[src/rtl/hmc_pkg.sv]
// Shared types, constants and the NTC table of the humidity and thermistor converter.
`timescale 1ns / 1ps
package hmc_pkg;

   // table geometry
   localparam int TABLE_ENTRIES = 80;
   localparam int TABLE_CAP     = 128;
   localparam int TABLE_IDX_W   = $clog2(TABLE_CAP);
   localparam int SRCH_CNT_W    = $clog2(TABLE_ENTRIES + 1);
   localparam int ENTRY_W       = 12;

   // field widths
   localparam int ADC_W  = 10;
   localparam int K_W    = 7;
   localparam int MV_W   = 13;
   localparam int READ_W = 8;

   // serial multiplier and divider geometry
   localparam int MCAND_W    = 13;
   localparam int MPLIER_W   = 14;
   localparam int PROD_W     = MCAND_W + MPLIER_W;
   localparam int MUL_STEPS  = MPLIER_W;
   localparam int MUL_CNT_W  = $clog2(MUL_STEPS + 1);
   localparam int DVD_W      = 26;
   localparam int DVSR_W     = 13;
   localparam int DIV_STEPS  = DVD_W;
   localparam int DIV_CNT_W  = $clog2(DIV_STEPS + 1);

   // scaling constants
   localparam logic [MPLIER_W-1:0] MV_SCALE      = 14'd5000;
   localparam logic [DVSR_W-1:0]   ADC_FULL      = 13'd1023;
   localparam logic [MV_W-1:0]     FULL_MV       = 13'd5000;
   localparam logic [MV_W-1:0]     HUM_OFFSET_MV = 13'd660;
   localparam logic [MPLIER_W-1:0] HUM_SLOPE_NUM = 14'd75;
   localparam logic [DVSR_W-1:0]   HUM_SLOPE_DEN = 13'd2475;
   localparam logic [READ_W-1:0]   HUM_BASE      = 8'd20;
   localparam logic [MPLIER_W-1:0] K_SCALE       = 14'd100;
   localparam logic [ENTRY_W-1:0]  R_SAT         = 12'd4095;
   localparam logic [K_W-1:0]      K_RESET       = 7'd10;

   typedef enum logic [3:0] {
      ST_IDLE,
      ST_MV_MUL,
      ST_MV_DIV,
      ST_HUM_MUL,
      ST_HUM_DIV,
      ST_K_MUL,
      ST_R_MUL,
      ST_R_DIV,
      ST_SEARCH,
      ST_FINISH
   } state_type;

   typedef struct packed {
      logic busy;
      logic done;
   } unit_stat_type;

   // NTC resistance per degree C in 10-ohm units; entries past the data read 0
   function automatic logic [ENTRY_W-1:0] ntc_entry(input logic [TABLE_IDX_W-1:0] idx);
      logic [ENTRY_W-1:0] val;
      case (idx)
         7'd0:  val = 12'd3274;  7'd1:  val = 12'd3111;  7'd2:  val = 12'd2957;
         7'd3:  val = 12'd2812;  7'd4:  val = 12'd2674;  7'd5:  val = 12'd2545;
         7'd6:  val = 12'd2422;  7'd7:  val = 12'd2306;  7'd8:  val = 12'd2196;
         7'd9:  val = 12'd2092;  7'd10: val = 12'd1994;  7'd11: val = 12'd1900;
         7'd12: val = 12'd1812;  7'd13: val = 12'd1728;  7'd14: val = 12'd1648;
         7'd15: val = 12'd1573;  7'd16: val = 12'd1502;  7'd17: val = 12'd1434;
         7'd18: val = 12'd1369;  7'd19: val = 12'd1308;  7'd20: val = 12'd1250;
         7'd21: val = 12'd1195;  7'd22: val = 12'd1142;  7'd23: val = 12'd1092;
         7'd24: val = 12'd1045;  7'd25: val = 12'd1000;  7'd26: val = 12'd957;
         7'd27: val = 12'd916;   7'd28: val = 12'd877;   7'd29: val = 12'd840;
         7'd30: val = 12'd805;   7'd31: val = 12'd771;   7'd32: val = 12'd739;
         7'd33: val = 12'd709;   7'd34: val = 12'd680;   7'd35: val = 12'd652;
         7'd36: val = 12'd626;   7'd37: val = 12'd600;   7'd38: val = 12'd576;
         7'd39: val = 12'd553;   7'd40: val = 12'd531;   7'd41: val = 12'd510;
         7'd42: val = 12'd490;   7'd43: val = 12'd471;   7'd44: val = 12'd453;
         7'd45: val = 12'd435;   7'd46: val = 12'd419;   7'd47: val = 12'd403;
         7'd48: val = 12'd387;   7'd49: val = 12'd373;   7'd50: val = 12'd359;
         7'd51: val = 12'd345;   7'd52: val = 12'd332;   7'd53: val = 12'd320;
         7'd54: val = 12'd308;   7'd55: val = 12'd297;   7'd56: val = 12'd286;
         7'd57: val = 12'd276;   7'd58: val = 12'd266;   7'd59: val = 12'd257;
         7'd60: val = 12'd247;   7'd61: val = 12'd239;   7'd62: val = 12'd230;
         7'd63: val = 12'd222;   7'd64: val = 12'd215;   7'd65: val = 12'd207;
         7'd66: val = 12'd200;   7'd67: val = 12'd193;   7'd68: val = 12'd186;
         7'd69: val = 12'd180;   7'd70: val = 12'd174;   7'd71: val = 12'd168;
         7'd72: val = 12'd162;   7'd73: val = 12'd157;   7'd74: val = 12'd152;
         7'd75: val = 12'd147;   7'd76: val = 12'd142;   7'd77: val = 12'd137;
         7'd78: val = 12'd133;   7'd79: val = 12'd129;
         default: val = '0;
      endcase
      return val;
   endfunction

endpackage

[src/rtl/hmc_mul.sv]
// Shift-add multiplier that takes one multiplier bit per cycle.
`timescale 1ns / 1ps
module hmc_mul (
   input  logic                           clock,
   input  logic                           reset,
   input  logic                           start,
   input  logic [hmc_pkg::MCAND_W-1:0]    mcand,
   input  logic [hmc_pkg::MPLIER_W-1:0]   mplier,
   output logic [hmc_pkg::PROD_W-1:0]     product,
   output hmc_pkg::unit_stat_type         stat
);
   import hmc_pkg::*;

   logic [PROD_W-1:0]    acc_ff;
   logic [PROD_W-1:0]    mc_ff;
   logic [MPLIER_W-1:0]  mp_ff;
   logic [MUL_CNT_W-1:0] cnt_ff;
   logic                 busy_ff;
   logic                 done_ff;

   always_ff @(posedge clock) begin
      if (reset) begin
         busy_ff <= 1'b0;
         done_ff <= 1'b0;
         cnt_ff  <= '0;
      end else begin
         done_ff <= 1'b0;
         if (start) begin
            busy_ff <= 1'b1;
            cnt_ff  <= MUL_CNT_W'(MUL_STEPS);
         end else if (busy_ff) begin
            cnt_ff <= cnt_ff - 1'b1;
            if (cnt_ff == MUL_CNT_W'(1)) begin
               busy_ff <= 1'b0;
               done_ff <= 1'b1;
            end
         end
      end
   end

   always_ff @(posedge clock) begin
      if (start) begin
         acc_ff <= '0;
         mc_ff  <= PROD_W'(mcand);
         mp_ff  <= mplier;
      end else if (busy_ff) begin
         // add the shifted multiplicand for each set multiplier bit
         if (mp_ff[0])
            acc_ff <= acc_ff + mc_ff;
         mc_ff <= {mc_ff[PROD_W-2:0], 1'b0};
         mp_ff <= {1'b0, mp_ff[MPLIER_W-1:1]};
      end
   end

   assign product   = acc_ff;
   assign stat.busy = busy_ff;
   assign stat.done = done_ff;

endmodule

[src/rtl/hmc_div.sv]
// Restoring divider that produces one quotient bit per cycle.
`timescale 1ns / 1ps
module hmc_div (
   input  logic                        clock,
   input  logic                        reset,
   input  logic                        start,
   input  logic [hmc_pkg::DVD_W-1:0]   dividend,
   input  logic [hmc_pkg::DVSR_W-1:0]  divisor,
   output logic [hmc_pkg::DVD_W-1:0]   quotient,
   output hmc_pkg::unit_stat_type      stat
);
   import hmc_pkg::*;

   logic [DVD_W-1:0]     dvd_ff;
   logic [DVSR_W-1:0]    rem_ff;
   logic [DVSR_W-1:0]    dvsr_ff;
   logic [DIV_CNT_W-1:0] cnt_ff;
   logic                 busy_ff;
   logic                 done_ff;
   logic [DVSR_W+1:0]    trial;
   logic                 qbit;

   // shift in the next dividend bit and try a subtract
   assign trial = {1'b0, rem_ff, dvd_ff[DVD_W-1]} - {2'b00, dvsr_ff};
   assign qbit  = ~trial[DVSR_W+1];

   always_ff @(posedge clock) begin
      if (reset) begin
         busy_ff <= 1'b0;
         done_ff <= 1'b0;
         cnt_ff  <= '0;
      end else begin
         done_ff <= 1'b0;
         if (start) begin
            busy_ff <= 1'b1;
            cnt_ff  <= DIV_CNT_W'(DIV_STEPS);
         end else if (busy_ff) begin
            cnt_ff <= cnt_ff - 1'b1;
            if (cnt_ff == DIV_CNT_W'(1)) begin
               busy_ff <= 1'b0;
               done_ff <= 1'b1;
            end
         end
      end
   end

   always_ff @(posedge clock) begin
      if (start) begin
         dvd_ff  <= dividend;
         rem_ff  <= '0;
         dvsr_ff <= divisor;
      end else if (busy_ff) begin
         if (qbit)
            rem_ff <= trial[DVSR_W-1:0];
         else
            rem_ff <= {rem_ff[DVSR_W-2:0], dvd_ff[DVD_W-1]};
         // quotient bits fill the dividend register from the bottom
         dvd_ff <= {dvd_ff[DVD_W-2:0], qbit};
      end
   end

   assign quotient  = dvd_ff;
   assign stat.busy = busy_ff;
   assign stat.done = done_ff;

endmodule

[src/rtl/hmc_ntc_search.sv]
// Sequential NTC table walk, one entry per cycle.
`timescale 1ns / 1ps
module hmc_ntc_search (
   input  logic                            clock,
   input  logic                            reset,
   input  logic                            start,
   input  logic [hmc_pkg::ENTRY_W-1:0]     resist,
   output logic [hmc_pkg::SRCH_CNT_W-1:0]  index,
   output logic                            beyond,
   output hmc_pkg::unit_stat_type          stat
);
   import hmc_pkg::*;

   logic [SRCH_CNT_W-1:0] idx_ff;
   logic [ENTRY_W-1:0]    r_ff;
   logic                  busy_ff;
   logic                  done_ff;
   logic                  at_end;
   logic                  stop;

   assign at_end = (idx_ff == SRCH_CNT_W'(TABLE_ENTRIES));
   assign stop   = at_end || !(r_ff < ntc_entry(TABLE_IDX_W'(idx_ff)));

   always_ff @(posedge clock) begin
      if (reset) begin
         busy_ff <= 1'b0;
         done_ff <= 1'b0;
      end else begin
         done_ff <= 1'b0;
         if (start) begin
            busy_ff <= 1'b1;
         end else if (busy_ff && stop) begin
            busy_ff <= 1'b0;
            done_ff <= 1'b1;
         end
      end
   end

   always_ff @(posedge clock) begin
      if (start) begin
         idx_ff <= '0;
         r_ff   <= resist;
      end else if (busy_ff && !stop) begin
         idx_ff <= idx_ff + 1'b1;
      end
   end

   assign index     = idx_ff;
   assign beyond    = at_end;
   assign stat.busy = busy_ff;
   assign stat.done = done_ff;

endmodule

[src/rtl/humidity_thermistor_converter_core.sv]
// Top level: sequencer, shared serial units, pull-down register and result register.
//
// Use: send one sample on the req_ channel (tdata = 10-bit ADC reading, tuser = kind,
// 0 humidity, 1 temperature). One result comes back on the rsp_ channel (tdata =
// reading, tuser = beyond_table). The pull-down value in kilo-ohms is written on
// csr_wr_en / csr_wr_data; the user must write it only while the block is idle, which
// the block itself does not enforce; it resets to 10. A bit-serial multiplier and a
// bit-serial restoring divider are shared by all the arithmetic steps.
// Humidity: two products and two quotients.
// Temperature: three products and two quotients, then a table walk of one entry per
// cycle; a full-scale sample skips the resistance math and goes straight to the walk.
// One sample is processed at a time; req_tready is high only between samples, so a
// new transfer can come in the cycle after the result loads.
// The finished result sits in an output register, so a new sample is taken while it
// waits. If the receiver stalls and a second result is ready, the block holds that
// result and accepts nothing until the first is taken.
// Reset (synchronous, active high) empties the result register and returns to idle.
`timescale 1ns / 1ps
module humidity_thermistor_converter_core (
   input  logic        clock,
   input  logic        reset,
   input  logic        csr_wr_en,
   input  logic [6:0]  csr_wr_data,   // pull_down_kohm
   input  logic        req_tvalid,
   output logic        req_tready,
   input  logic [15:0] req_tdata,     // [9:0] adc_sample, [15:10] zero
   input  logic        req_tuser,     // kind
   output logic        rsp_tvalid,
   input  logic        rsp_tready,
   output logic [7:0]  rsp_tdata,     // [7:0] reading
   output logic        rsp_tuser      // beyond_table
);
   import hmc_pkg::*;

   state_type state_ff, state_in;

   logic [K_W-1:0]    pull_down_ff;
   logic              kind_ff;
   logic [MV_W-1:0]   mv_ff;
   logic              neg_ff;
   logic [READ_W-1:0] pend_reading_ff;
   logic              pend_flag_ff;
   logic              rsp_valid_ff;
   logic [READ_W-1:0] rsp_reading_ff;
   logic              rsp_flag_ff;

   logic                  mul_start;
   logic [MCAND_W-1:0]    mul_mcand;
   logic [MPLIER_W-1:0]   mul_mplier;
   logic [PROD_W-1:0]     mul_product;
   unit_stat_type         mul_stat;
   logic                  div_start;
   logic [DVD_W-1:0]      div_dividend;
   logic [DVSR_W-1:0]     div_divisor;
   logic [DVD_W-1:0]      div_quot;
   unit_stat_type         div_stat;
   logic                  srch_start;
   logic [ENTRY_W-1:0]    srch_resist;
   logic [SRCH_CNT_W-1:0] srch_index;
   logic                  srch_beyond;
   unit_stat_type         srch_stat;

   logic              req_xfer;
   logic              rsp_load;
   logic [MV_W-1:0]   mv_now;
   logic              mv_below;
   logic [MV_W-1:0]   mv_mag;
   logic [ENTRY_W-1:0] r_sat;
   logic [READ_W-1:0] hum_reading;

   hmc_mul u_mul (
      .clock   (clock),
      .reset   (reset),
      .start   (mul_start),
      .mcand   (mul_mcand),
      .mplier  (mul_mplier),
      .product (mul_product),
      .stat    (mul_stat)
   );

   hmc_div u_div (
      .clock    (clock),
      .reset    (reset),
      .start    (div_start),
      .dividend (div_dividend),
      .divisor  (div_divisor),
      .quotient (div_quot),
      .stat     (div_stat)
   );

   hmc_ntc_search u_search (
      .clock  (clock),
      .reset  (reset),
      .start  (srch_start),
      .resist (srch_resist),
      .index  (srch_index),
      .beyond (srch_beyond),
      .stat   (srch_stat)
   );

   assign req_tready = (state_ff == ST_IDLE);
   assign req_xfer   = req_tvalid && req_tready;
   assign rsp_load   = (state_ff == ST_FINISH) && (!rsp_valid_ff || rsp_tready);

   // millivolts straight off the divider, and the humidity offset magnitude
   assign mv_now   = div_quot[MV_W-1:0];
   assign mv_below = mv_now < HUM_OFFSET_MV;
   assign mv_mag   = mv_below ? (HUM_OFFSET_MV - mv_now) : (mv_now - HUM_OFFSET_MV);

   // saturate the divider resistance at the table range
   assign r_sat = (|div_quot[DVD_W-1:ENTRY_W]) ? R_SAT : div_quot[ENTRY_W-1:0];

   assign hum_reading = neg_ff ? (HUM_BASE - div_quot[READ_W-1:0])
                               : (HUM_BASE + div_quot[READ_W-1:0]);

   // next state
   always_comb begin
      state_in = state_ff;
      case (state_ff)
         ST_IDLE:    if (req_xfer) state_in = ST_MV_MUL;
         ST_MV_MUL:  if (mul_stat.done) state_in = ST_MV_DIV;
         ST_MV_DIV: begin
            if (div_stat.done) begin
               if (!kind_ff)
                  state_in = ST_HUM_MUL;
               else if (mv_now == FULL_MV)
                  state_in = ST_SEARCH;
               else
                  state_in = ST_K_MUL;
            end
         end
         ST_HUM_MUL: if (mul_stat.done) state_in = ST_HUM_DIV;
         ST_HUM_DIV: if (div_stat.done) state_in = ST_FINISH;
         ST_K_MUL:   if (mul_stat.done) state_in = ST_R_MUL;
         ST_R_MUL:   if (mul_stat.done) state_in = ST_R_DIV;
         ST_R_DIV:   if (div_stat.done) state_in = ST_SEARCH;
         ST_SEARCH:  if (srch_stat.done) state_in = ST_FINISH;
         ST_FINISH:  if (rsp_load) state_in = ST_IDLE;
         default:    state_in = ST_IDLE;
      endcase
   end

   // unit launches and operands
   always_comb begin
      mul_start    = 1'b0;
      mul_mcand    = '0;
      mul_mplier   = '0;
      div_start    = 1'b0;
      div_dividend = DVD_W'(mul_product);
      div_divisor  = ADC_FULL;
      srch_start   = 1'b0;
      srch_resist  = r_sat;
      case (state_ff)
         ST_IDLE: begin
            mul_start  = req_xfer;
            mul_mcand  = MCAND_W'(req_tdata[ADC_W-1:0]);
            mul_mplier = MV_SCALE;
         end
         ST_MV_MUL: begin
            div_start   = mul_stat.done;
            div_divisor = ADC_FULL;
         end
         ST_MV_DIV: begin
            if (div_stat.done) begin
               if (!kind_ff) begin
                  mul_start  = 1'b1;
                  mul_mcand  = mv_mag;
                  mul_mplier = HUM_SLOPE_NUM;
               end else if (mv_now == FULL_MV) begin
                  srch_start  = 1'b1;
                  srch_resist = R_SAT;
               end else begin
                  mul_start  = 1'b1;
                  mul_mcand  = MCAND_W'(pull_down_ff);
                  mul_mplier = K_SCALE;
               end
            end
         end
         ST_HUM_MUL: begin
            div_start   = mul_stat.done;
            div_divisor = HUM_SLOPE_DEN;
         end
         ST_K_MUL: begin
            mul_start  = mul_stat.done;
            mul_mcand  = mv_ff;
            mul_mplier = mul_product[MPLIER_W-1:0];
         end
         ST_R_MUL: begin
            div_start   = mul_stat.done;
            div_divisor = FULL_MV - mv_ff;
         end
         ST_R_DIV: begin
            srch_start = div_stat.done;
         end
         default: begin
            mul_start = 1'b0;
         end
      endcase
   end

   always_ff @(posedge clock) begin
      if (reset) begin
         state_ff     <= ST_IDLE;
         pull_down_ff <= K_RESET;
         rsp_valid_ff <= 1'b0;
      end else begin
         state_ff <= state_in;
         if (csr_wr_en)
            pull_down_ff <= csr_wr_data;
         if (rsp_load)
            rsp_valid_ff <= 1'b1;
         else if (rsp_tready)
            rsp_valid_ff <= 1'b0;
      end
   end

   always_ff @(posedge clock) begin
      if (req_xfer)
         kind_ff <= req_tuser;
      if (state_ff == ST_MV_DIV && div_stat.done) begin
         mv_ff  <= mv_now;
         neg_ff <= mv_below;
      end
      if (state_ff == ST_HUM_DIV && div_stat.done) begin
         pend_reading_ff <= hum_reading;
         pend_flag_ff    <= 1'b0;
      end
      if (state_ff == ST_SEARCH && srch_stat.done) begin
         pend_reading_ff <= READ_W'(srch_index);
         pend_flag_ff    <= srch_beyond;
      end
      if (rsp_load) begin
         rsp_reading_ff <= pend_reading_ff;
         rsp_flag_ff    <= pend_flag_ff;
      end
   end

   assign rsp_tvalid = rsp_valid_ff;
   assign rsp_tdata  = rsp_reading_ff;
   assign rsp_tuser  = rsp_flag_ff;

   // the serial units never overlap
   assert property (@(posedge clock) disable iff (reset)
      $countones({mul_stat.busy, div_stat.busy, srch_stat.busy}) <= 1)
      else $error("serial units busy at the same time");

   // an accepted sample starts the multiplier
   assert property (@(posedge clock) disable iff (reset)
      req_tvalid && req_tready |=> mul_stat.busy)
      else $error("accepted sample did not start the multiplier");

   // a table overrun reports the table length
   assert property (@(posedge clock) disable iff (reset)
      rsp_valid_ff && rsp_flag_ff |-> rsp_reading_ff == READ_W'(TABLE_ENTRIES))
      else $error("beyond_table set with a wrong reading");

   // humidity stays in range
   assert property (@(posedge clock) disable iff (reset)
      state_ff == ST_HUM_DIV && div_stat.done |-> hum_reading <= 8'd151)
      else $error("humidity reading out of range");

endmodule

[config.mk]
export PLATFORM = sky130hd
export DESIGN_NAME = humidity_thermistor_converter_core
export DESIGN_NICKNAME = d
export VERILOG_FILES = /design/src/rtl/hmc_pkg.sv /design/src/rtl/hmc_mul.sv /design/src/rtl/hmc_div.sv /design/src/rtl/hmc_ntc_search.sv /design/src/rtl/humidity_thermistor_converter_core.sv
export SDC_FILE = /design/constraint.sdc
export NUM_CORES = 1
export LEC_CHECK = 0
export BUFFER_PORTS_ARGS = -buffer_cell sky130_fd_sc_hd__buf_2
export CELL_PAD_IN_SITES_DETAIL_PLACEMENT = 2
export CELL_PAD_IN_SITES_GLOBAL_PLACEMENT = 2
export CORE_ASPECT_RATIO = 0.8
export CORE_MARGIN = 2
export CORE_UTILIZATION = 45
export CTS_BUF_LIST = sky130_fd_sc_hd__clkbuf_4 sky130_fd_sc_hd__clkbuf_8
export DETAILED_ROUTE_END_ITERATION = 10
export GPL_ROUTABILITY_DRIVEN = 0
export GPL_TIMING_DRIVEN = 0
export PLACE_DENSITY = 0.86
export SLEW_MARGIN = 10
export SYNTH_ARGS = -nofsm -noshare
export SYNTH_HDL_FRONTEND = slang
export SYNTH_HIERARCHICAL = 1
export SYNTH_SLANG_ARGS = --single-unit
[constraint.sdc]
create_clock -name clock -period 9.9 [get_ports clock]
set_input_delay 0.495 -clock clock [delete_from_list [all_inputs] [get_ports clock]]
set_output_delay 0.495 -clock clock [all_outputs]
set_load 0.1 [all_outputs]
* Word-level counts from Yosys, hierarchy flattened
Memory sizes are Yosys's and may differ from the RTL's. A register that Yosys moved wholly into a read port is not among the register bits. Cells that the tools add are included.
Operators by class: muxes and demuxes 68, div/mod/pow operators 0, $lt $le $gt $ge 2, $add $sub $neg 10, equality and inequality tests 23, reductions and logical operators 27, $mul 0, shifts and indexed selects 0, bitwise gates (word level) 3
Operators with widths (number):
- two-way mux 13 bit | 6
- two-way mux 12 bit | 5
- two-way mux 4 bit | 14
- two-way mux 7 bit | 8
- two-way mux 26 bit | 2
- case mux 14 bit (3 select lines) | 1
- case mux 4 bit (10 select lines) | 1
- case mux 13 bit (3 select lines) | 1
- two-way mux 14 bit | 2
- adder 27 bit | 1
- case mux 13 bit (2 select lines) | 1
- two-way mux 1 bit | 22
- != test 2 x 1 -> 1 bit, second input constant | 9
- equality test 4 x 3 -> 1 bit, second input constant | 4
- subtractor 14 x 13 -> 15 bit | 1
- OR reduction 14 bit | 1
- equality test 13 bit, second input constant | 1
- less-than comparator 13 x 10 -> 1 bit, second input constant | 1
- subtractor 10 x 13 -> 13 bit, first input constant | 1
- subtractor 13 x 10 -> 13 bit, second input constant | 1
- subtractor 13 bit, first input constant | 1
- less-than comparator 12 bit | 1
- two-way mux 5 bit | 2
- AND reduction 10 bit | 1
- 23 further kinds | 45
Storage, ports and cells: memory bits (read-only) 1536, latch bits 0, output and inout bits 11, memories kept 1, flip-flop bits (word level) 199, RAM bits 0, input bits 29, logic and storage cells 164
Memories:
- (no name shown) | words 128, bits a word 12, read ports 1, clocked after memory_dff 1, wr ports 0, RTL line hmc_pkg.sv:62 | case (idx)

* Longest topological paths before layout
Gate-level depths: netlist (run 1).
word-level depth 7, mapped depth 20, depth with buffers taken out 18

* Cells and area by module
Netlist (run 1), hierarchy kept.
By module, submodules not included:
- hmc_mul | area an instance 4176.5 um2, instances 1, cells each 444
- humidity_thermistor_converter_core | area an instance 3204.3 um2, instances 1, cells each 368
- hmc_div | area an instance 3103.0 um2, instances 1, cells each 271
- hmc_ntc_search | area an instance 2935.3 um2, instances 1, cells each 348

* Worst setup path before layout (run 1)
Ideal clock, no wire load.
path kind register to register, start register u_div.dvd_ff[2] (netlist: u_div/quotient[2]), end register (tool-made name), clock period less this slack 4.822 ns, required time 9.805 ns, slack 5.078 ns, stages on the path, launching flop included 20, setup time 0.095 ns, path buffers 1, arrival 4.727 ns, cells stage by stage edfxtp_1 -> inv_1 -> ha_1 -> nor3b_1 -> and4_1 -> nand4_1 -> or3_1 -> a21oi_1 -> clkbuf_1 -> nor2_1 -> mux2i_1 -> ha_1 -> nor2_1 -> nand2_1 -> o21ai_0 -> a21oi_1 -> o31ai_1 -> nor4_1 -> or4_1 -> o311ai_1
RTL lines:
- start: declaration | RTL line hmc_div.sv:14 | logic [DVD_W-1:0] dvd_ff;
- start signal: assignment | RTL line hmc_div.sv:49 | dvd_ff <= dividend;
- start signal: assignment | RTL line hmc_div.sv:58 | dvd_ff <= {dvd_ff[DVD_W-2:0], qbit};

==> out/metrics.yaml, run 1 <==
p_leak_nw: 5.755
cts_max_path_buffers: 3
outcome: "finished clean"
antenna_left: 0
routedWlPerCell_um: 32.31
instances_no_fill: 1891
nets: 1586
route.detailed.drc: 0
cts_buffers: 39
post_synth.cell_area_avg_um2: 9.405
min_period_ns: 6.818
start_util: 0.4550
critPathLaunchType: "flip-flop"
synth_fp_nets: 1511
max_freq_mhz: 146.7
slew_headroom: 0.1676
drt_iter0_drc: 1410
yosysWarnings: 6
endpoint_kind: "flip-flop"
crit_path_max_fanout: 10
cpPeakStageDelay_ns: 0.95
nFillCells: 3031
cts.sinks: 209
timing.final.crit_share: 0.6887
syn_area_mm2: 0.01326
crit_type: "reg -> reg"
area_growth_pct: 11.33
holdCritPathClass: "in -> reg"
insertedDiodeCount: 0
rows: 56
worst_path_max_delay_cell: "mux2i_1"
fp.dieH_um: 157.5
ios: 40
drt_wl_total_um: 61100
setup_tns_ns: 0
dieArea_mm2: 0.03087
die_w_um: 195.9
place_area_mm2: 0.01393
critical_path_arrival_ns: 7.24
grt_pass1_vias: 14016
grt_max_degree: 28
core-area_mm2: 0.02915
layout-drive-gt1-share: 0.1697
rsz0062_at_grt: "no"
synth_cells: 1410
postCtsSetupRepairBufs: 0
cts_tree: "yes"
root_buffer: "clkbuf_8"
maxCapViolations: 0
crit_chain: "inv_1 -> ha_1 -> nor3b_1 -> and4_1 -> nand4_1 -> or3_1 -> a21oi_2 -> clkbuf_1 -> nor2_1 -> mux2i_1 -> ha_1 -> or2_2 -> clkbuf_1 -> mux2i_1 -> a211oi_1 -> a21oi_1 -> o2111ai_1"
dp.cells: 1821
vias: 12957
groute.usage.overall: 0.3942
cp.required_ns: 10.32
cts.clk_slew.worst_paths_ns: 0.07
grt_pass1_wl_um: 91630
antenna_found_initial: 3
finalClockSkew_ns: 0.03776
drv_slew: 0
cts_max_level: 2
hold_viol: 0
hpwl_um: 36870
worstMarginPinSlew_ns: 1.241
post_cts_resize_count: 0
power_mw: 3.423
first_pass_iters: 6
clk-insertion-delay-late_ns: 0.57
via_per_inst: 6.852
final_area_mm2: 0.01476
grt_overflow_total: 0
io_buffers: 32
ir_drop_v: 0.00008591
power.density_mw_per_mm2: 231.8
setup-violations-final: 0
holdBufCountCts: 0
## per-layer routing
metal  global-route usage  part of all wire  up-vias
li1                     -                 -     5304
met1               0.4850              0.40     6536
met2               0.6633              0.46      848
met3              0.08571             0.087      265
met4               0.1858             0.049        4
met5                    0           0.00041        -
## worst max-delay path, delay by kind of cell, from the launching register on
kind	cells	cell delay, ns
compound gates	4	1.54
fa+ha+maj	2	0.69
buf+inv	3	1.26
flops	1	0.56
mux	2	1.14
simple gates	6	1.48
## final timing paths
check                                        start      endpoint  slack [ns]  depth (start not counted)
worst max-delay path             u_div/quotient[2]     flip-flop        3.08                         17
worst min-delay path                     req_tuser       kind_ff        0.11                          1
worst max register to register   u_div/quotient[2]     flip-flop        3.08                         17
worst min register to register  pend_reading_ff[5]  rsp_tdata[5]        0.42                          0
## registers in the layout, indices dropped and copies added (netlist names), 4 cells and up, named ones only
name and flops:
u_div/quotient 26, rsp_tdata 8, u_mul/product 26, state_ff 4, pull_down_ff 7, u_mul/mp_ff 14
u_mul/cnt_ff 4, u_div/dvsr_ff 13, u_search/index 7, u_search/r_ff 12, u_div/rem_ff 13, u_mul/mc_ff 26
pend_reading_ff 8, u_div/cnt_ff 5, mv_ff 13
## layout by cell type (no fill, tap or decap), types with 46 or more instances in the layout
cell	count
nand2_1	124
nor2_1	117
edfxtp_1	110
a21oi_1	106
dfxtp_1	99
ha_1	70
inv_1	67
o21ai_0	63
mux2_2	57
buf_2	48
mux2i_1	46
## where the power goes
part	internal [mW]	switching, mW
Combinational	0.414	0.877
Sequential	1.07	0.120
Clock	0.516	0.424
## per-stage QoR
step,util,worst slack [ns],hold WS [ns]
after global routing,0.5065,3.093,0.1069
after floorplan,-,5.078,0.4003
after detailed placement,0.4779,3.863,0.4147
final,0.5065,3.082,0.1098
after CTS,0.5061,3.441,0.09665
after global placement,0.4766,3.082,0.4057
## cell type report
class | instances | area (µm²) | area share
plain buffers | 78 | 404.1 | 0.02737
clock buffers | 65 | 769.5 | 0.05212
clock inverters | 5 | 52.55 | 0.003559
inverters | 73 | 274.0 | 0.01856
multi-input cells | 1050 | 7325 | 0.4961
flip-flops and latches | 209 | 5285 | 0.3580
well taps | 377 | 471.7 | 0.03195
repair buffers | 34 | 182.7 | 0.01237
Power figures use the tool's default switching activity.
==> run 2: changes to the inputs <==
--- a/config.mk
+++ b/config.mk
@@ -10,12 +10,12 @@
 export CELL_PAD_IN_SITES_GLOBAL_PLACEMENT = 2
 export CORE_ASPECT_RATIO = 0.8
 export CORE_MARGIN = 2
-export CORE_UTILIZATION = 45
+export CORE_UTILIZATION = 38
 export CTS_BUF_LIST = sky130_fd_sc_hd__clkbuf_4 sky130_fd_sc_hd__clkbuf_8
 export DETAILED_ROUTE_END_ITERATION = 10
 export GPL_ROUTABILITY_DRIVEN = 0
 export GPL_TIMING_DRIVEN = 0
-export PLACE_DENSITY = 0.86
+export PLACE_DENSITY = 0.77
 export SLEW_MARGIN = 10
 export SYNTH_ARGS = -nofsm -noshare
 export SYNTH_HDL_FRONTEND = slang
==> constraint.sdc (replaced) <==
create_clock -name clock -period 6.1 [get_ports clock]
set_input_delay 0.305 -clock clock [delete_from_list [all_inputs] [get_ports clock]]
set_output_delay 0.305 -clock clock [all_outputs]
set_load 0.1 [all_outputs]
==> out/metrics.yaml, run 2 (synthesis results as in run 1) <==
nets: 1590  # +0.25%
via_per_inst: 5.868  # -14%
core-area_mm2: 0.03457  # +19%
drt_iter0_drc: 938  # -33%
setup-violations-final: 0  # unchanged
grt_overflow_total: 0  # unchanged
vias: 11690  # -9.8%
antenna_found_initial: 2  # -1
area_growth_pct: 12.86
dieArea_mm2: 0.03642  # +18%
cts_tree: "yes"
insertedDiodeCount: 0  # unchanged
p_leak_nw: 5.778  # +0.40%
maxCapViolations: 0  # unchanged
drt_wl_total_um: 48130  # -21%
postCtsSetupRepairBufs: 0  # unchanged
slew_headroom: 0.1943  # +0.02670
layout-drive-gt1-share: 0.1678  # -0.001986
final_cell_mix: "124 x nand2_1, 117 x nor2_1, 110 x edfxtp_1, 106 x a21oi_1, 99 x dfxtp_1"
rows: 61  # +8.9%
grt_pass1_vias: 12396  # -12%
root_buffer: "clkbuf_8"
crit_type: "reg -> reg"
grt_max_degree: 28  # unchanged
clk-insertion-delay-late_ns: 0.56  # about the same
endpoint_kind: "flip-flop"
cp.required_ns: 6.49  # -3.83 ns
ir_drop_v: 0.0001959  # +130%
hpwl_um: 35420  # -3.9%
holdCritPathClass: "in -> reg"
nFillCells: 3754  # +24%
max_freq_mhz: 177.7  # +21%
power.density_mw_per_mm2: 352.2  # +52%
antenna_left: 0  # unchanged
min_period_ns: 5.628  # -1.190 ns
fp.dieH_um: 171.1  # +8.6%
crit_path_max_fanout: 23  # +13
rsz0062_at_grt: "no"
cts.sinks: 209  # unchanged
cts_buffers: 39  # unchanged
route.detailed.drc: 0  # unchanged
ios: 40  # unchanged
utilization: 0.4329  # -0.07364
groute.usage.overall: 0.2641  # -0.1301
finalClockSkew_ns: 0.03264  # -0.005115 ns
io_buffers: 32  # unchanged
start_util: 0.3836  # -0.07141
cts.clk_slew.worst_paths_ns: 0.06  # about the same
cts_max_level: 2  # unchanged
worstMarginPinSlew_ns: 1.200  # -0.04052 ns
first_pass_iters: 5  # -1
outcome: "finished clean"
drv_slew: 0  # unchanged
grt_pass1_wl_um: 73890  # -19%
cts_max_path_buffers: 3  # unchanged
die_w_um: 212.9  # +8.6%
power_mw: 5.272  # +54%
critPathLaunchType: "flip-flop"
layout_commonest_cell: "nand2_1"
hold_viol: 0  # unchanged
routedWlPerCell_um: 24.16  # -25%
timing.final.crit_share: 0.9227  # +0.2340
critical_path_arrival_ns: 6.01  # -1.23 ns
## run 2: changes by cell type in the layout (fill, tap and decap cells not counted), moves of 2 or more
cell | before | now
clkinv_1 | 2 | 8
clkbuf_8 | 45 | 47
clkbuf_1 | 36 | 34
dlygate4sd3_1 | 0 | 4
clkinvlp_4 | 1 | 3
clkbuf_4 | 20 | 10
## run 2: final cells by class
class / count / area [µm²] / area share
Clock inverter: 15 / 128.9 / 0.008611
Timing Repair Buffer: 39 / 234.0 / 0.01563
Inverter: 73 / 274.0 / 0.01831
Tap cell: 472 / 590.6 / 0.03946
Buffer: 77 / 401.6 / 0.02683
Sequential cell: 209 / 5285 / 0.3531
Multi-Input combinational cell: 1050 / 7331 / 0.4898
Clock buffer: 57 / 721.9 / 0.04824
## run 2: power by group
group          switching (mW)  internal [mW]  total [mW]
registers               0.162           1.74        1.90
logic                    1.21          0.664        1.88
clock network           0.642          0.849        1.49
total                    2.02           3.25        5.27
## run 2: per-stage QoR
step | instances | area [µm²] | hold slack, ns | TNS (ns) | setup slack [ns]
6_report | 1992 | 14970 | 0.01890 | 0 | 0.4718
2_1_floorplan | 1410 | 13260 | 0.3741 | 0 | 1.278
4_1_cts | 1993 | 14960 | 0.003557 | 0 | 0.1591
5_1_grt | 1992 | 14970 | 0.04370 | 0 | 0.2459
3_5_place_dp | 1917 | 14060 | 0.4142 | -0.06233 | -0.06233
3_3_place_gp | 1914 | 14010 | 0.4014 | -4.751 | -0.7891
## run 2: metal layers
layer | GRT usage | up-vias | share of wire
met1 | 0.3707 | 5957 | 0.47
li1 | - | 5307 | -
met4 | 0.06659 | 2 | 0.020
met5 | 0 | - | 0.00025
met3 | 0.03689 | 72 | 0.053
met2 | 0.4271 | 352 | 0.46
## run 2: worst paths after layout
kind / slack, ns / cells after the start / endpoint / from
worst max-delay path: 0.47 / 20 / flip-flop / u_div/quotient[2]
worst min-delay path: 0.02 / 3 / pull_down_ff[6] / csr_wr_data[6]
worst max register to register: 0.47 / 20 / flip-flop / u_div/quotient[2]
worst min register to register: 0.42 / 0 / rsp_tdata[0] / pend_reading_ff[0]
## run 2: worst max-delay path, stage by stage, from the launching register on
cell	delay, ns
edfxtp_1	0.54
inv_1	0.29
ha_1	0.19
nor3b_1	0.27
and4_1	0.23
nand4_1	0.25
or3_1	0.42
a21oi_2	0.43
buf_8	0.26
nor2b_1	0.09
mux2i_1	0.29
buf_2	0.37
ha_1	0.41
nor2_1	0.16
nand2_1	0.08
o21ai_0	0.11
a21oi_1	0.11
o31ai_1	0.10
nor4_1	0.10
or4_1	0.54
o311ai_1	0.20
## run 2: timing repair
item	4_1_cts	5_1_grt
endpoints found under the hold margin	4	0
pin swaps	0	1
gates resized for setup	1	3
setup endpoints to repair	3	5
hold buffers	4	0
==> run 3: changes to the inputs <==
--- a/config.mk
+++ b/config.mk
@@ -9,7 +9,6 @@
 export CELL_PAD_IN_SITES_DETAIL_PLACEMENT = 2
 export CELL_PAD_IN_SITES_GLOBAL_PLACEMENT = 2
 export CORE_ASPECT_RATIO = 0.8
-export CORE_MARGIN = 2
 export CORE_UTILIZATION = 38
 export CTS_BUF_LIST = sky130_fd_sc_hd__clkbuf_4 sky130_fd_sc_hd__clkbuf_8
 export DETAILED_ROUTE_END_ITERATION = 10
==> out/metrics.yaml, run 3 (synthesis results as in run 1) <==
outcome: "finished clean"
die_w_um: 210.9  # -0.94%
hpwl_um: 34710  # -2.0%
drv_slew: 0  # unchanged
slew_headroom: 0.1890  # -0.005322
first_pass_iters: 5  # unchanged
max_freq_mhz: 168.9  # -5.0%
vias: 11678  # -0.10%
cts.sinks: 209  # unchanged
cts.clk_slew.worst_paths_ns: 0.07  # about the same
power.density_mw_per_mm2: 349.0  # -0.91%
dp.cells: 1910  # -0.37%
rsz0062_at_grt: "no"
core-area_mm2: 0.03401  # -1.6%
cts_tree: "yes"
hold_viol: 0  # unchanged
critical_path_arrival_ns: 6.30  # +0.29 ns
maxCapViolations: 0  # unchanged
grt_max_degree: 28  # unchanged
timing.final.crit_share: 0.9708  # +0.04818
antenna_found_initial: 1  # -1
fp.dieH_um: 169.1  # -1.2%
postCtsSetupRepairBufs: 0  # unchanged
min_period_ns: 5.922  # +0.2939 ns
layout_commonest_cell: "nand2_1"
area_growth_pct: 12.83  # about the same
via_per_inst: 5.871  # about the same
cts_max_level: 2  # unchanged
p_leak_nw: 5.782  # about the same
crit_path_max_fanout: 10  # -57%
grt_pass1_vias: 12479  # +0.67%
clk-insertion-delay-late_ns: 0.58  # +0.02 ns
grt_pass1_wl_um: 73460  # -0.58%
register_area_mm2: 0.005285  # unchanged
io_buffers: 32  # unchanged
drt_wl_total_um: 47250  # -1.8%
antenna_left: 0  # unchanged
dieArea_mm2: 0.03565  # -2.1%
endpoint_kind: "flip-flop"
drt_iter0_drc: 775  # -17%
holdCritPathClass: "in -> reg"
start_util: 0.3900  # +0.006393
routedWlPerCell_um: 23.76  # -1.7%
cts_buffers: 39  # unchanged
ios: 40  # unchanged
route.detailed.drc: 0  # unchanged
setup-violations-final: 0  # unchanged
crit_type: "reg -> reg"
root_buffer: "clkbuf_8"
instances_no_fill: 1989  # -0.15%
cp.required_ns: 6.48  # about the same
rows: 60  # -1.6%
critPathLaunchType: "flip-flop"
layout-drive-gt1-share: 0.1656  # -0.002192
nets: 1593  # +0.19%
ir_drop_v: 0.0002220  # +13%
groute.usage.overall: 0.2665  # +0.002421
finalClockSkew_ns: 0.04935  # +0.01671 ns
cts_max_path_buffers: 3  # unchanged
final_cell_mix: "124 x nand2_1, 117 x nor2_1, 110 x edfxtp_1, 106 x a21oi_1, 99 x dfxtp_1"
nFillCells: 3732  # -0.59%
utilization: 0.4400  # +0.007105
multiInputGateArea_mm2: 0.007332  # about the same
worstMarginPinSlew_ns: 1.207  # +0.006829 ns
grt_overflow_total: 0  # unchanged
-- run 3: area by class of cell --
type / instances / share of cell area
antenna: 2 / 0.0003345
buffer: 78 / 0.02709
clock buffer: 56 / 0.04691
clock inverter: 15 / 0.008278
inverter: 73 / 0.01831
multi-input combinational: 1050 / 0.4900
sequential: 209 / 0.3532
tap: 465 / 0.03888
timing repair buffer: 41 / 0.01697
-- run 3: layer usage --
metal  wire length, µm  global-route usage
met1             22820              0.3846
met2             20520              0.4078
met3              2985             0.04917
met4               914             0.06805
met5                15                   0
-- run 3: path summary, 6_finish.rpt --
check                      from         endpoint  slack [ns]  depth (start not counted)
min reg2reg  pend_reading_ff[2]     rsp_tdata[2]        0.42                          0
min              csr_wr_data[4]  pull_down_ff[4]        0.03                          3
max           u_div/quotient[2]        flip-flop        0.18                         17
max reg2reg   u_div/quotient[2]        flip-flop        0.18                         17
-- run 3: power breakdown --
| group | switching (mW) | leakage (nW) | internal [mW] |
|---|---|---|---|
| clock network | 0.647 | 0.428 | 0.828 |
| logic | 1.19 | 3.56 | 0.663 |
| registers | 0.157 | 1.80 | 1.74 |
-- run 3: critical path, cell delays in order (launching register included) --
cell and delay (ns):
edfxtp_1 0.55, inv_1 0.33, ha_1 0.20, nor3b_1 0.27, and4_1 0.23, nand4_1 0.21, or3_1 0.40, a21oi_2 0.45
clkbuf_1 0.45, nor2_1 0.15, mux2i_4 0.45, ha_1 0.46, or2_2 0.18, clkbuf_1 0.42, nor3_1 0.10, a211o_1 0.29
a211o_1 0.30, o211ai_1 0.27
-- run 3: what timing repair did --
action,CTS,global route
gates resized for setup,1,3
hold endpoints to repair,6,0
setup endpoints to repair,2,4
hold buffers,6,0
-- run 3: stage by stage --
step	cell area, µm²	setup WS, ns	hold WS (ns)	TNS [ns]	total power, mW
after global placement	14000	-0.9797	0.4026	-7.126	3.627
final	14960	0.1779	0.02969	0	5.223
after global routing	14960	0.01593	0.03176	0	5.505
after detailed placement	14050	-0.09315	0.4061	-0.09315	3.732
after CTS	14940	0.1771	0.0004205	0	5.251
after floorplan	13260	1.278	0.3741	0	3.169
